$ cat src/rtl/rttfp_pkg.sv
// Package: shared types, character codes, status codes and defaults for the radix text parser.
package rttfp_pkg;

    localparam int DEFAULT_INT_BITS  = 32;
    localparam int DEFAULT_FRAC_BITS = 32;

    localparam logic [7:0] CHAR_MINUS = 8'h2D;
    localparam logic [7:0] CHAR_POINT = 8'h2E;
    localparam logic [7:0] CHAR_0     = 8'h30;
    localparam logic [7:0] CHAR_9     = 8'h39;
    localparam logic [7:0] CHAR_UC_A  = 8'h41;
    localparam logic [7:0] CHAR_UC_F  = 8'h46;
    localparam logic [7:0] CHAR_LC_A  = 8'h61;
    localparam logic [7:0] CHAR_LC_F  = 8'h66;
    localparam logic [4:0] DIGIT_TEN  = 5'd10;

    localparam logic [1:0] RADIX_BIN   = 2'd0;
    localparam logic [1:0] RADIX_OCT   = 2'd1;
    localparam logic [1:0] RADIX_HEX   = 2'd2;
    localparam logic [1:0] RADIX_RESET = RADIX_HEX;

    localparam logic [1:0] STATUS_OK        = 2'd0;
    localparam logic [1:0] STATUS_BAD_CHAR  = 2'd1;
    localparam logic [1:0] STATUS_BAD_DIGIT = 2'd2;
    localparam logic [1:0] STATUS_OVERFLOW  = 2'd3;

    typedef struct packed {
        logic [7:0] char_code;
        logic       is_last;
    } item_t;

    typedef struct packed {
        logic [63:0] value;
        logic [1:0]  status;
    } result_t;

endpackage

$ cat src/rtl/rttfp_in_reg.sv
// Input register: holds one accepted character and releases it to the parser.
module rttfp_in_reg
    import rttfp_pkg::*;
(
    input  logic       clk,
    input  logic       rst_n,
    input  logic       in_valid,
    output logic       in_stall,
    input  logic [7:0] char_code,
    input  logic       is_last,
    input  logic       out_free,
    output item_t      item,
    output logic       go
);

    logic  valid_reg;
    logic  valid_next;
    item_t item_reg;
    logic  accept;

    // Only a final character can wait, and only on a full result register.
    assign go       = valid_reg && (!item_reg.is_last || out_free);
    assign in_stall = valid_reg && !go;
    assign accept   = in_valid && !in_stall;
    assign item     = item_reg;

    always_comb
    begin
        valid_next = valid_reg;
        if (accept)
        begin
            valid_next = 1'b1;
        end
        else if (go)
        begin
            valid_next = 1'b0;
        end
    end

    always_ff @(posedge clk or negedge rst_n)
    begin
        if (!rst_n)
        begin
            valid_reg <= 1'b0;
        end
        else
        begin
            valid_reg <= valid_next;
        end
    end

    always_ff @(posedge clk)
    begin
        if (accept)
        begin
            item_reg.char_code <= char_code;
            item_reg.is_last   <= is_last;
        end
    end

endmodule

$ cat src/rtl/rttfp_parser.sv
// Parser: radix register, parse state and the one-character update of the accumulator.
module rttfp_parser
    import rttfp_pkg::*;
#(
    parameter int INT_BITS  = DEFAULT_INT_BITS,
    parameter int FRAC_BITS = DEFAULT_FRAC_BITS
)
(
    input  logic       clk,
    input  logic       rst_n,
    input  logic       cfg_we,
    input  logic [1:0] cfg_wdata,
    input  logic       go,
    input  item_t      item,
    output result_t    result
);

    localparam int W  = (INT_BITS + FRAC_BITS > 64) ? 64 : INT_BITS + FRAC_BITS;
    localparam int IW = W - FRAC_BITS;
    localparam int FW = $clog2(FRAC_BITS + 1);
    localparam int EW = $clog2(FRAC_BITS + 5);
    localparam logic [W-1:0] TOP = W'(1) << (W - 1);

    typedef enum logic [1:0] {
        PH_START,
        PH_INT,
        PH_FRAC
    } phase_t;

    logic [1:0]  radix_reg;
    phase_t      phase_reg;
    phase_t      phase_next;
    logic        neg_reg;
    logic        neg_next;
    logic [W-1:0] mag_reg;
    logic [W-1:0] mag_next;
    logic [FW-1:0] fbu_reg;
    logic [FW-1:0] fbu_next;
    logic [1:0]  err_reg;
    logic [1:0]  err_next;

    logic [4:0]      digit;
    logic [2:0]      bits;
    logic [W-1:0]    cap;
    logic [IW+3:0]   nip;
    logic [EW-1:0]   end_pos;
    logic [FRAC_BITS+3:0] frac_shift;
    logic [FRAC_BITS-1:0] add;
    logic [W:0]      sum;
    logic signed [W-1:0] signed_val;

    // 0-15 for a digit, 16 for anything else.
    function automatic logic [4:0] decode_digit(input logic [7:0] c);
        logic [4:0] d;
        d = 5'd16;
        if (c >= CHAR_0 && c <= CHAR_9)
        begin
            d = 5'(c - CHAR_0);
        end
        else if (c >= CHAR_UC_A && c <= CHAR_UC_F)
        begin
            d = 5'(c - CHAR_UC_A) + DIGIT_TEN;
        end
        else if (c >= CHAR_LC_A && c <= CHAR_LC_F)
        begin
            d = 5'(c - CHAR_LC_A) + DIGIT_TEN;
        end
        return d;
    endfunction

    function automatic logic [2:0] radix_bits(input logic [1:0] r);
        logic [2:0] b;
        unique case (r)
            RADIX_BIN: b = 3'd1;
            RADIX_OCT: b = 3'd3;
            default:   b = 3'd4;
        endcase
        return b;
    endfunction

    always_comb
    begin
        phase_next = phase_reg;
        neg_next   = neg_reg;
        mag_next   = mag_reg;
        fbu_next   = fbu_reg;
        err_next   = err_reg;

        digit = decode_digit(item.char_code);
        bits  = radix_bits(radix_reg);
        cap   = neg_reg ? TOP : TOP - W'(1);

        // Integer digit: shift the integer part up and add the digit.
        nip = ((IW+4)'(mag_reg[W-1:FRAC_BITS]) << bits) + (IW+4)'(digit[3:0]);

        // Fraction digit: place it just below the bits already used, truncate the rest.
        end_pos    = EW'(fbu_reg) + EW'(bits);
        frac_shift = {digit[3:0], {FRAC_BITS{1'b0}}} >> end_pos;
        add        = frac_shift[FRAC_BITS-1:0];
        sum        = (W+1)'(mag_reg) + (W+1)'(add);

        if (err_reg == STATUS_OK)
        begin
            if (item.char_code == CHAR_MINUS)
            begin
                if (phase_reg == PH_START)
                begin
                    neg_next   = 1'b1;
                    phase_next = PH_INT;
                end
                else
                begin
                    err_next = STATUS_BAD_CHAR;
                end
            end
            else if (item.char_code == CHAR_POINT)
            begin
                if (phase_reg == PH_FRAC)
                begin
                    err_next = STATUS_BAD_CHAR;
                end
                else
                begin
                    phase_next = PH_FRAC;
                end
            end
            else if (digit[4])
            begin
                err_next = STATUS_BAD_CHAR;
            end
            else if ((digit[3:0] >> bits) != 4'd0)
            begin
                err_next = STATUS_BAD_DIGIT;
            end
            else if (phase_reg != PH_FRAC)
            begin
                phase_next = PH_INT;
                if (nip > (IW+4)'(cap[W-1:FRAC_BITS]))
                begin
                    mag_next = cap;
                    err_next = STATUS_OVERFLOW;
                end
                else
                begin
                    mag_next = {nip[IW-1:0], {FRAC_BITS{1'b0}}};
                end
            end
            else if (fbu_reg < FW'(FRAC_BITS))
            begin
                fbu_next = (end_pos > EW'(FRAC_BITS)) ? FW'(FRAC_BITS) : FW'(end_pos);
                if (sum > (W+1)'(cap))
                begin
                    mag_next = cap;
                    err_next = STATUS_OVERFLOW;
                end
                else
                begin
                    mag_next = sum[W-1:0];
                end
            end
        end

        signed_val = neg_next ? -mag_next : mag_next;
        if (err_next == STATUS_BAD_CHAR || err_next == STATUS_BAD_DIGIT)
        begin
            result.value = 64'd0;
        end
        else
        begin
            result.value = 64'(signed_val);
        end
        result.status = err_next;
    end

    always_ff @(posedge clk or negedge rst_n)
    begin
        if (!rst_n)
        begin
            radix_reg <= RADIX_RESET;
            phase_reg <= PH_START;
            neg_reg   <= 1'b0;
            mag_reg   <= '0;
            fbu_reg   <= '0;
            err_reg   <= STATUS_OK;
        end
        else
        begin
            if (cfg_we)
            begin
                radix_reg <= cfg_wdata;
            end
            if (go)
            begin
                if (item.is_last)
                begin
                    phase_reg <= PH_START;
                    neg_reg   <= 1'b0;
                    mag_reg   <= '0;
                    fbu_reg   <= '0;
                    err_reg   <= STATUS_OK;
                end
                else
                begin
                    phase_reg <= phase_next;
                    neg_reg   <= neg_next;
                    mag_reg   <= mag_next;
                    fbu_reg   <= fbu_next;
                    err_reg   <= err_next;
                end
            end
        end
    end

endmodule

$ cat src/rtl/rttfp_out_reg.sv
// Result register: holds one finished number until the receiver takes it.
module rttfp_out_reg
    import rttfp_pkg::*;
(
    input  logic        clk,
    input  logic        rst_n,
    input  logic        load,
    input  result_t     result,
    output logic        out_free,
    output logic        out_valid,
    input  logic        out_stall,
    output logic [63:0] value,
    output logic [1:0]  status
);

    logic    valid_reg;
    logic    valid_next;
    result_t result_reg;

    assign out_free  = !valid_reg || !out_stall;
    assign out_valid = valid_reg;
    assign value     = result_reg.value;
    assign status    = result_reg.status;

    always_comb
    begin
        valid_next = valid_reg;
        if (load)
        begin
            valid_next = 1'b1;
        end
        else if (!out_stall)
        begin
            valid_next = 1'b0;
        end
    end

    always_ff @(posedge clk or negedge rst_n)
    begin
        if (!rst_n)
        begin
            valid_reg <= 1'b0;
        end
        else
        begin
            valid_reg <= valid_next;
        end
    end

    always_ff @(posedge clk)
    begin
        if (load)
        begin
            result_reg <= result;
        end
    end

endmodule

$ cat src/rtl/radix_text_to_fixed_point_top.sv
// Top level: radix text to fixed-point parser, input register, parser and result register.
//
//  Channel  Direction  Handshake            Payload
//  in       sink       in_valid / in_stall  char_code[7:0], is_last
//  out      source     out_valid/out_stall  value[63:0] (signed Q INT.FRAC), status[1:0]
//  cfg      sink       cfg_we               cfg_wdata[1:0] (radix select)
//
// One character per cycle while in is not stalled: a character is registered on
// transfer and then folded into the accumulator. The result of a final character
// is captured in the result register, which drives out.
// Reset clears the parse state and sets the radix to hexadecimal.
// A stall on out holds the result; in stalls only when a final character meets
// a full, stalled result register. Other characters keep flowing.
module radix_text_to_fixed_point_top
    import rttfp_pkg::*;
#(
    parameter int INT_BITS  = DEFAULT_INT_BITS,
    parameter int FRAC_BITS = DEFAULT_FRAC_BITS
)
(
    input  logic        clk,
    input  logic        rst_n,
    input  logic        cfg_we,
    input  logic [1:0]  cfg_wdata,
    input  logic        in_valid,
    output logic        in_stall,
    input  logic [7:0]  char_code,
    input  logic        is_last,
    output logic        out_valid,
    input  logic        out_stall,
    output logic [63:0] value,
    output logic [1:0]  status
);

    item_t   item;
    result_t result;
    logic    go;
    logic    out_free;

    // Hold the transferred character until the parser takes it.
    rttfp_in_reg u_in_reg (
        .clk       (clk),
        .rst_n     (rst_n),
        .in_valid  (in_valid),
        .in_stall  (in_stall),
        .char_code (char_code),
        .is_last   (is_last),
        .out_free  (out_free),
        .item      (item),
        .go        (go)
    );

    // Advance the parse state and form the result of a final character.
    rttfp_parser #(
        .INT_BITS  (INT_BITS),
        .FRAC_BITS (FRAC_BITS)
    ) u_parser (
        .clk       (clk),
        .rst_n     (rst_n),
        .cfg_we    (cfg_we),
        .cfg_wdata (cfg_wdata),
        .go        (go),
        .item      (item),
        .result    (result)
    );

    // Capture the result when a final character is processed.
    rttfp_out_reg u_out_reg (
        .clk       (clk),
        .rst_n     (rst_n),
        .load      (go && item.is_last),
        .result    (result),
        .out_free  (out_free),
        .out_valid (out_valid),
        .out_stall (out_stall),
        .value     (value),
        .status    (status)
    );

endmodule

$ cat config.mk
export PLATFORM = sky130hd
export DESIGN_NAME = radix_text_to_fixed_point_top
export DESIGN_NICKNAME = d
export VERILOG_FILES = /design/src/rtl/rttfp_pkg.sv /design/src/rtl/rttfp_in_reg.sv /design/src/rtl/rttfp_parser.sv /design/src/rtl/rttfp_out_reg.sv /design/src/rtl/radix_text_to_fixed_point_top.sv
export SDC_FILE = /design/constraint.sdc
export NUM_CORES = 1
export LEC_CHECK = 0
export BUFFER_PORTS_ARGS = -buffer_cell sky130_fd_sc_hd__clkbuf_2
export CORE_ASPECT_RATIO = 0.5
export CORE_MARGIN = 3
export CORE_UTILIZATION = 25
export DETAILED_ROUTE_END_ITERATION = 7
export GPL_TIMING_DRIVEN = 0
export PLACE_DENSITY_LB_ADDON = 0.08
export RECOVER_POWER = 50
export REMOVE_ABC_BUFFERS = 1
export SYNTH_ARGS = -nofsm -noshare
export SYNTH_HDL_FRONTEND = slang
export SYNTH_SLANG_ARGS = --single-unit
$ cat constraint.sdc
create_clock -name clk -period 13.63 [get_ports clk]
set_clock_uncertainty 0.05 [all_clocks]
set_input_delay 1.363 -clock clk [delete_from_list [all_inputs] [get_ports clk]]
set_output_delay 1.363 -clock clk [all_outputs]
set_load 0.02 [all_outputs]
==> reports/metrics.yaml <==
critPathKind: "flip-flop to flip-flop"
wl_um: 74300
die_x_um: 370
root_buffer: "clkbuf_16"
synth_cells: 2054
dp.cells: 2927
layout_min_cycle_time_ns: 12.87
vias_per_cell: 5.53
combPwrFrac_pct: 30.3
synth_area_um2: 16600
clk_pin_slew_worst_paths_ns: 0.08
p_leak_uw: 0.00728
rsz0062_at_grt: "false"
grt_pass1_wl_um: 109000
final_antenna_net_count: 0
cp-start-kind: "flip-flop"
relSlewSlack_pct: -112
synth_edf_count: 75
pwr-share-seq_pct: 35.6
rrSetupSlack_ns: 0.76
synthArstFlopShare_pct: 51.3
hold_buffers: 0
regArea_um2: 4240
drive_above_1_share_pct: 8.13
hold_violations: 0
avgSynthCellArea_um2: 8.07
worstHoldStart: "u_parser.fbu_reg[2]$_DFFE_PN0P_"
drv_slew: 154
fin_area_um2: 18600
synth_top_area_share_pct: 13.6
cp.required_ns: 13.81
synth_xor_area_share_pct: 7.56
synth_adder_area_share_pct: 10.9
fp.dieH_um: 188
grt_max_degree: 60
critPathCaptureType: "flip-flop"
worst_pin_slew_ns: 3.18
fill_cells: 7069
synth-seq-cells: 154
yosysTopAreaCell: "edfxtp_1"
worstReg2RegStart: "u_parser.radix_reg[1]$_DFFE_PN1P_"
hold_class: "flip-flop to flip-flop"
period_share_pct: 94.4
ios: 84
overflow: 0
ys_types: 109
num_vias: 16404
multi_input_area_um2: 11800
grt_pass1_vias: 15867
path_max_fanout: 28
status: "finished, violations left"
h-tree-depth: 4
finalNonFillerCells: 2965
cts_tree: "done"
cts_buffers: 17
cp.arrival_ns: 13.05
initial_core_util_pct: 25.4
violations: "max-capacitance violations, max-slew violations"
cts.path.max_buffers: 2
switching_share_pct: 39.6
dpl.hpwl_um: 57100
ys_seq_area_share_pct: 25.5
power_density_nw_per_um2: 81.9
grtUsageTotal_pct: 21.1
drc_errors: 0
dp_slack_ns: -0.868
gp_congestion: 0.911
core_um2: 65300
numPortBuffers: 83
drt_pass1_iterations: 5
p_sw_uw: 604
cpMaxStageDelayCell: "dfstp_2"
clock_latency_ns: 0.49
synth_compound_area_share_pct: 24.0
reg2reg_depth: 38
p_int_uw: 922
wl_per_cell_um: 25.0
syn2layout_area_growth_pct: 12.4
initialDrtViolationCount: 1414
ir_drop_mv: 0.0947
cap_violations: 4
worstReg2RegEnd: "u_out_reg.value[32]$_SDFFCE_PP0P_"
max_stage_delay_ns: 0.91
synth_top_family_by_area: "compound AO/OA/AOI/OAI gates"
fmax_mhz: 77.7
synth.top_cells.by_area: "edfxtp_1 (14%), dfrtp_1 (12%), ha_1 (11%), nor2_1 (5.0%), a21oi_1 (4.7%)"
fin_ws_ns: 0.760
tns_ns: 0
hold_end: "u_parser.fbu_reg[2]$_DFFE_PN0P_"
die_area_um2: 69600
yosys.area_share.simple_pct: 23.5
antenna_found_initial: 0
dpl_cell_area_um2: 18100
synth_flop_cell: "dfrtp_1"
pwr-share-clk_pct: 34.0
setup_viol: 0
hold_depth: 2
synth.area.mux_share_pct: 4.05
yosys_warnings: 0
nets: 2226
clock_sinks: 154
rows: 66
[power groups by stage]
stage               logic (µW)  clock network, µW  registers [µW]
CTS                        458                534             543
global route               497                551             547
global placement           430                  0             554
detailed placement         445                  0             552
floorplan                  254                  0             549
finish                     463                519             544
[worst max-delay path: cells and delay by family, from the launching register on]
kind	cells	cell delay [ns]
and+or+nand+nor	16	5.23
adders and majority gates	4	1.19
buffers and inverters	4	0.93
DFF	1	0.91
xor gates and xnor gates	2	0.66
AOI/OAI and AO/OA	12	3.54
[metrics by stage]
step,utilization (%),power (µW),hold WS (ns)
detailed placement,27.7,997,0.461
CTS,28.6,1530,0.479
global route,28.5,1590,0.520
finish,28.5,1530,0.476
floorplan,-,804,0.428
global placement,26.9,983,0.450
[placed cells by master, fill, tap and decap left out, drive strengths merged, types with 29 or more instances in the layout]
cell type  count
nor2         221
nand2        200
a21oi        156
o21ai        148
ha           140
clkbuf       102
xnor2         82
dfrtp         78
edfxtp        75
nor3          64
xor2          61
nand3         59
inv           52
nand4         43
mux2i         33
nor4          31
a31oi         30
a22o          29
mux2          29
buf           29
[synthesized netlist by cell type (8+ instances only)]
| cell | count |
|---|---|
| o21a_1 | 13 |
| nor2_1 | 221 |
| mux2i_1 | 29 |
| nand2_1 | 198 |
| nor2b_1 | 18 |
| buf_1 | 8 |
| inv_1 | 47 |
| and4_1 | 11 |
| or4_1 | 8 |
| xor2_1 | 61 |
| nand4_1 | 43 |
| a22oi_1 | 14 |
| o211ai_1 | 18 |
| o21ai_0 | 140 |
| o22ai_1 | 14 |
| clkbuf_1 | 85 |
| a31oi_1 | 30 |
| and3_1 | 21 |
| nor4_1 | 27 |
| mux2_2 | 11 |
| or2_2 | 13 |
| nor3_1 | 56 |
| a221oi_1 | 17 |
| a41oi_1 | 9 |
| mux2_1 | 18 |
| nand2b_1 | 21 |
| edfxtp_1 | 75 |
| and2_1 | 14 |
| buf_2 | 17 |
| o31ai_1 | 14 |
| or3_1 | 14 |
| a21o_1 | 16 |
| a22o_1 | 29 |
| dfrtp_1 | 78 |
| a211oi_1 | 25 |
| nand3_1 | 58 |
| a21oi_1 | 156 |
| ha_1 | 140 |
| nor3b_1 | 8 |
| xnor2_1 | 82 |
[routing by layer]
| layer | GRT usage (%) | vias to the layer above | share of wire, % |
|---|---|---|---|
| li1 | - | 7730 | - |
| met5 | 0 | - | 0 |
| met4 | 4.58 | 0 | 1.6 |
| met1 | 30.3 | 8198 | 49 |
| met2 | 33.4 | 424 | 45 |
| met3 | 2.81 | 52 | 4.3 |
[kinds of logic after synthesis]
kind of cell | count (synthesis)
flops | 154
simple gates | 779
compound gates | 602
other cells | 1
fa+ha+maj | 143
xor+xnor | 143
buf+inv | 170
mux | 62
[how the worst max path moves through the flow]
stage / startpoint / to / slack [ns]
floorplan: u_parser.radix_reg[0]$_DFFE_PN0P_ / u_out_reg.value[32]$_SDFFCE_PP0P_ / 2.73
global placement: u_parser.radix_reg[0]$_DFFE_PN0P_ / u_out_reg.value[40]$_SDFFCE_PP0P_ / -4.25
detailed placement: u_parser.radix_reg[1]$_DFFE_PN1P_ / u_out_reg.value[59]$_SDFFCE_PP0P_ / -0.87
CTS: u_parser.radix_reg[1]$_DFFE_PN1P_ / u_out_reg.value[62]$_SDFFCE_PP0P_ / 0.07
global route: u_parser.radix_reg[1]$_DFFE_PN1P_ / u_out_reg.value[32]$_SDFFCE_PP0P_ / 0.12
finish: u_parser.radix_reg[1]$_DFFE_PN1P_ / u_out_reg.value[32]$_SDFFCE_PP0P_ / 0.76
[cell type report]
type | instances | share of cell area [%]
Antenna cell | 1 | 0.0134
Clock inverter | 15 | 0.880
Multi-Input combinational cell | 1730 | 63.2
Clock buffer | 17 | 2.28
Inverter | 50 | 1.08
Timing Repair Buffer | 114 | 3.85
Sequential cell | 154 | 22.7
Tap cell | 884 | 5.94
[what timing repair did]
| item | in CTS | in global routing |
|---|---|---|
| endpoints found under the setup margin | 44 | 40 |
| endpoints found under the hold margin | 0 | 0 |
| buffers inserted | 3 | 2 |
| pin swaps | 1 | 1 |
| gates resized for setup | 7 | 11 |
Note: power is estimated with default switching activity, not from simulation.
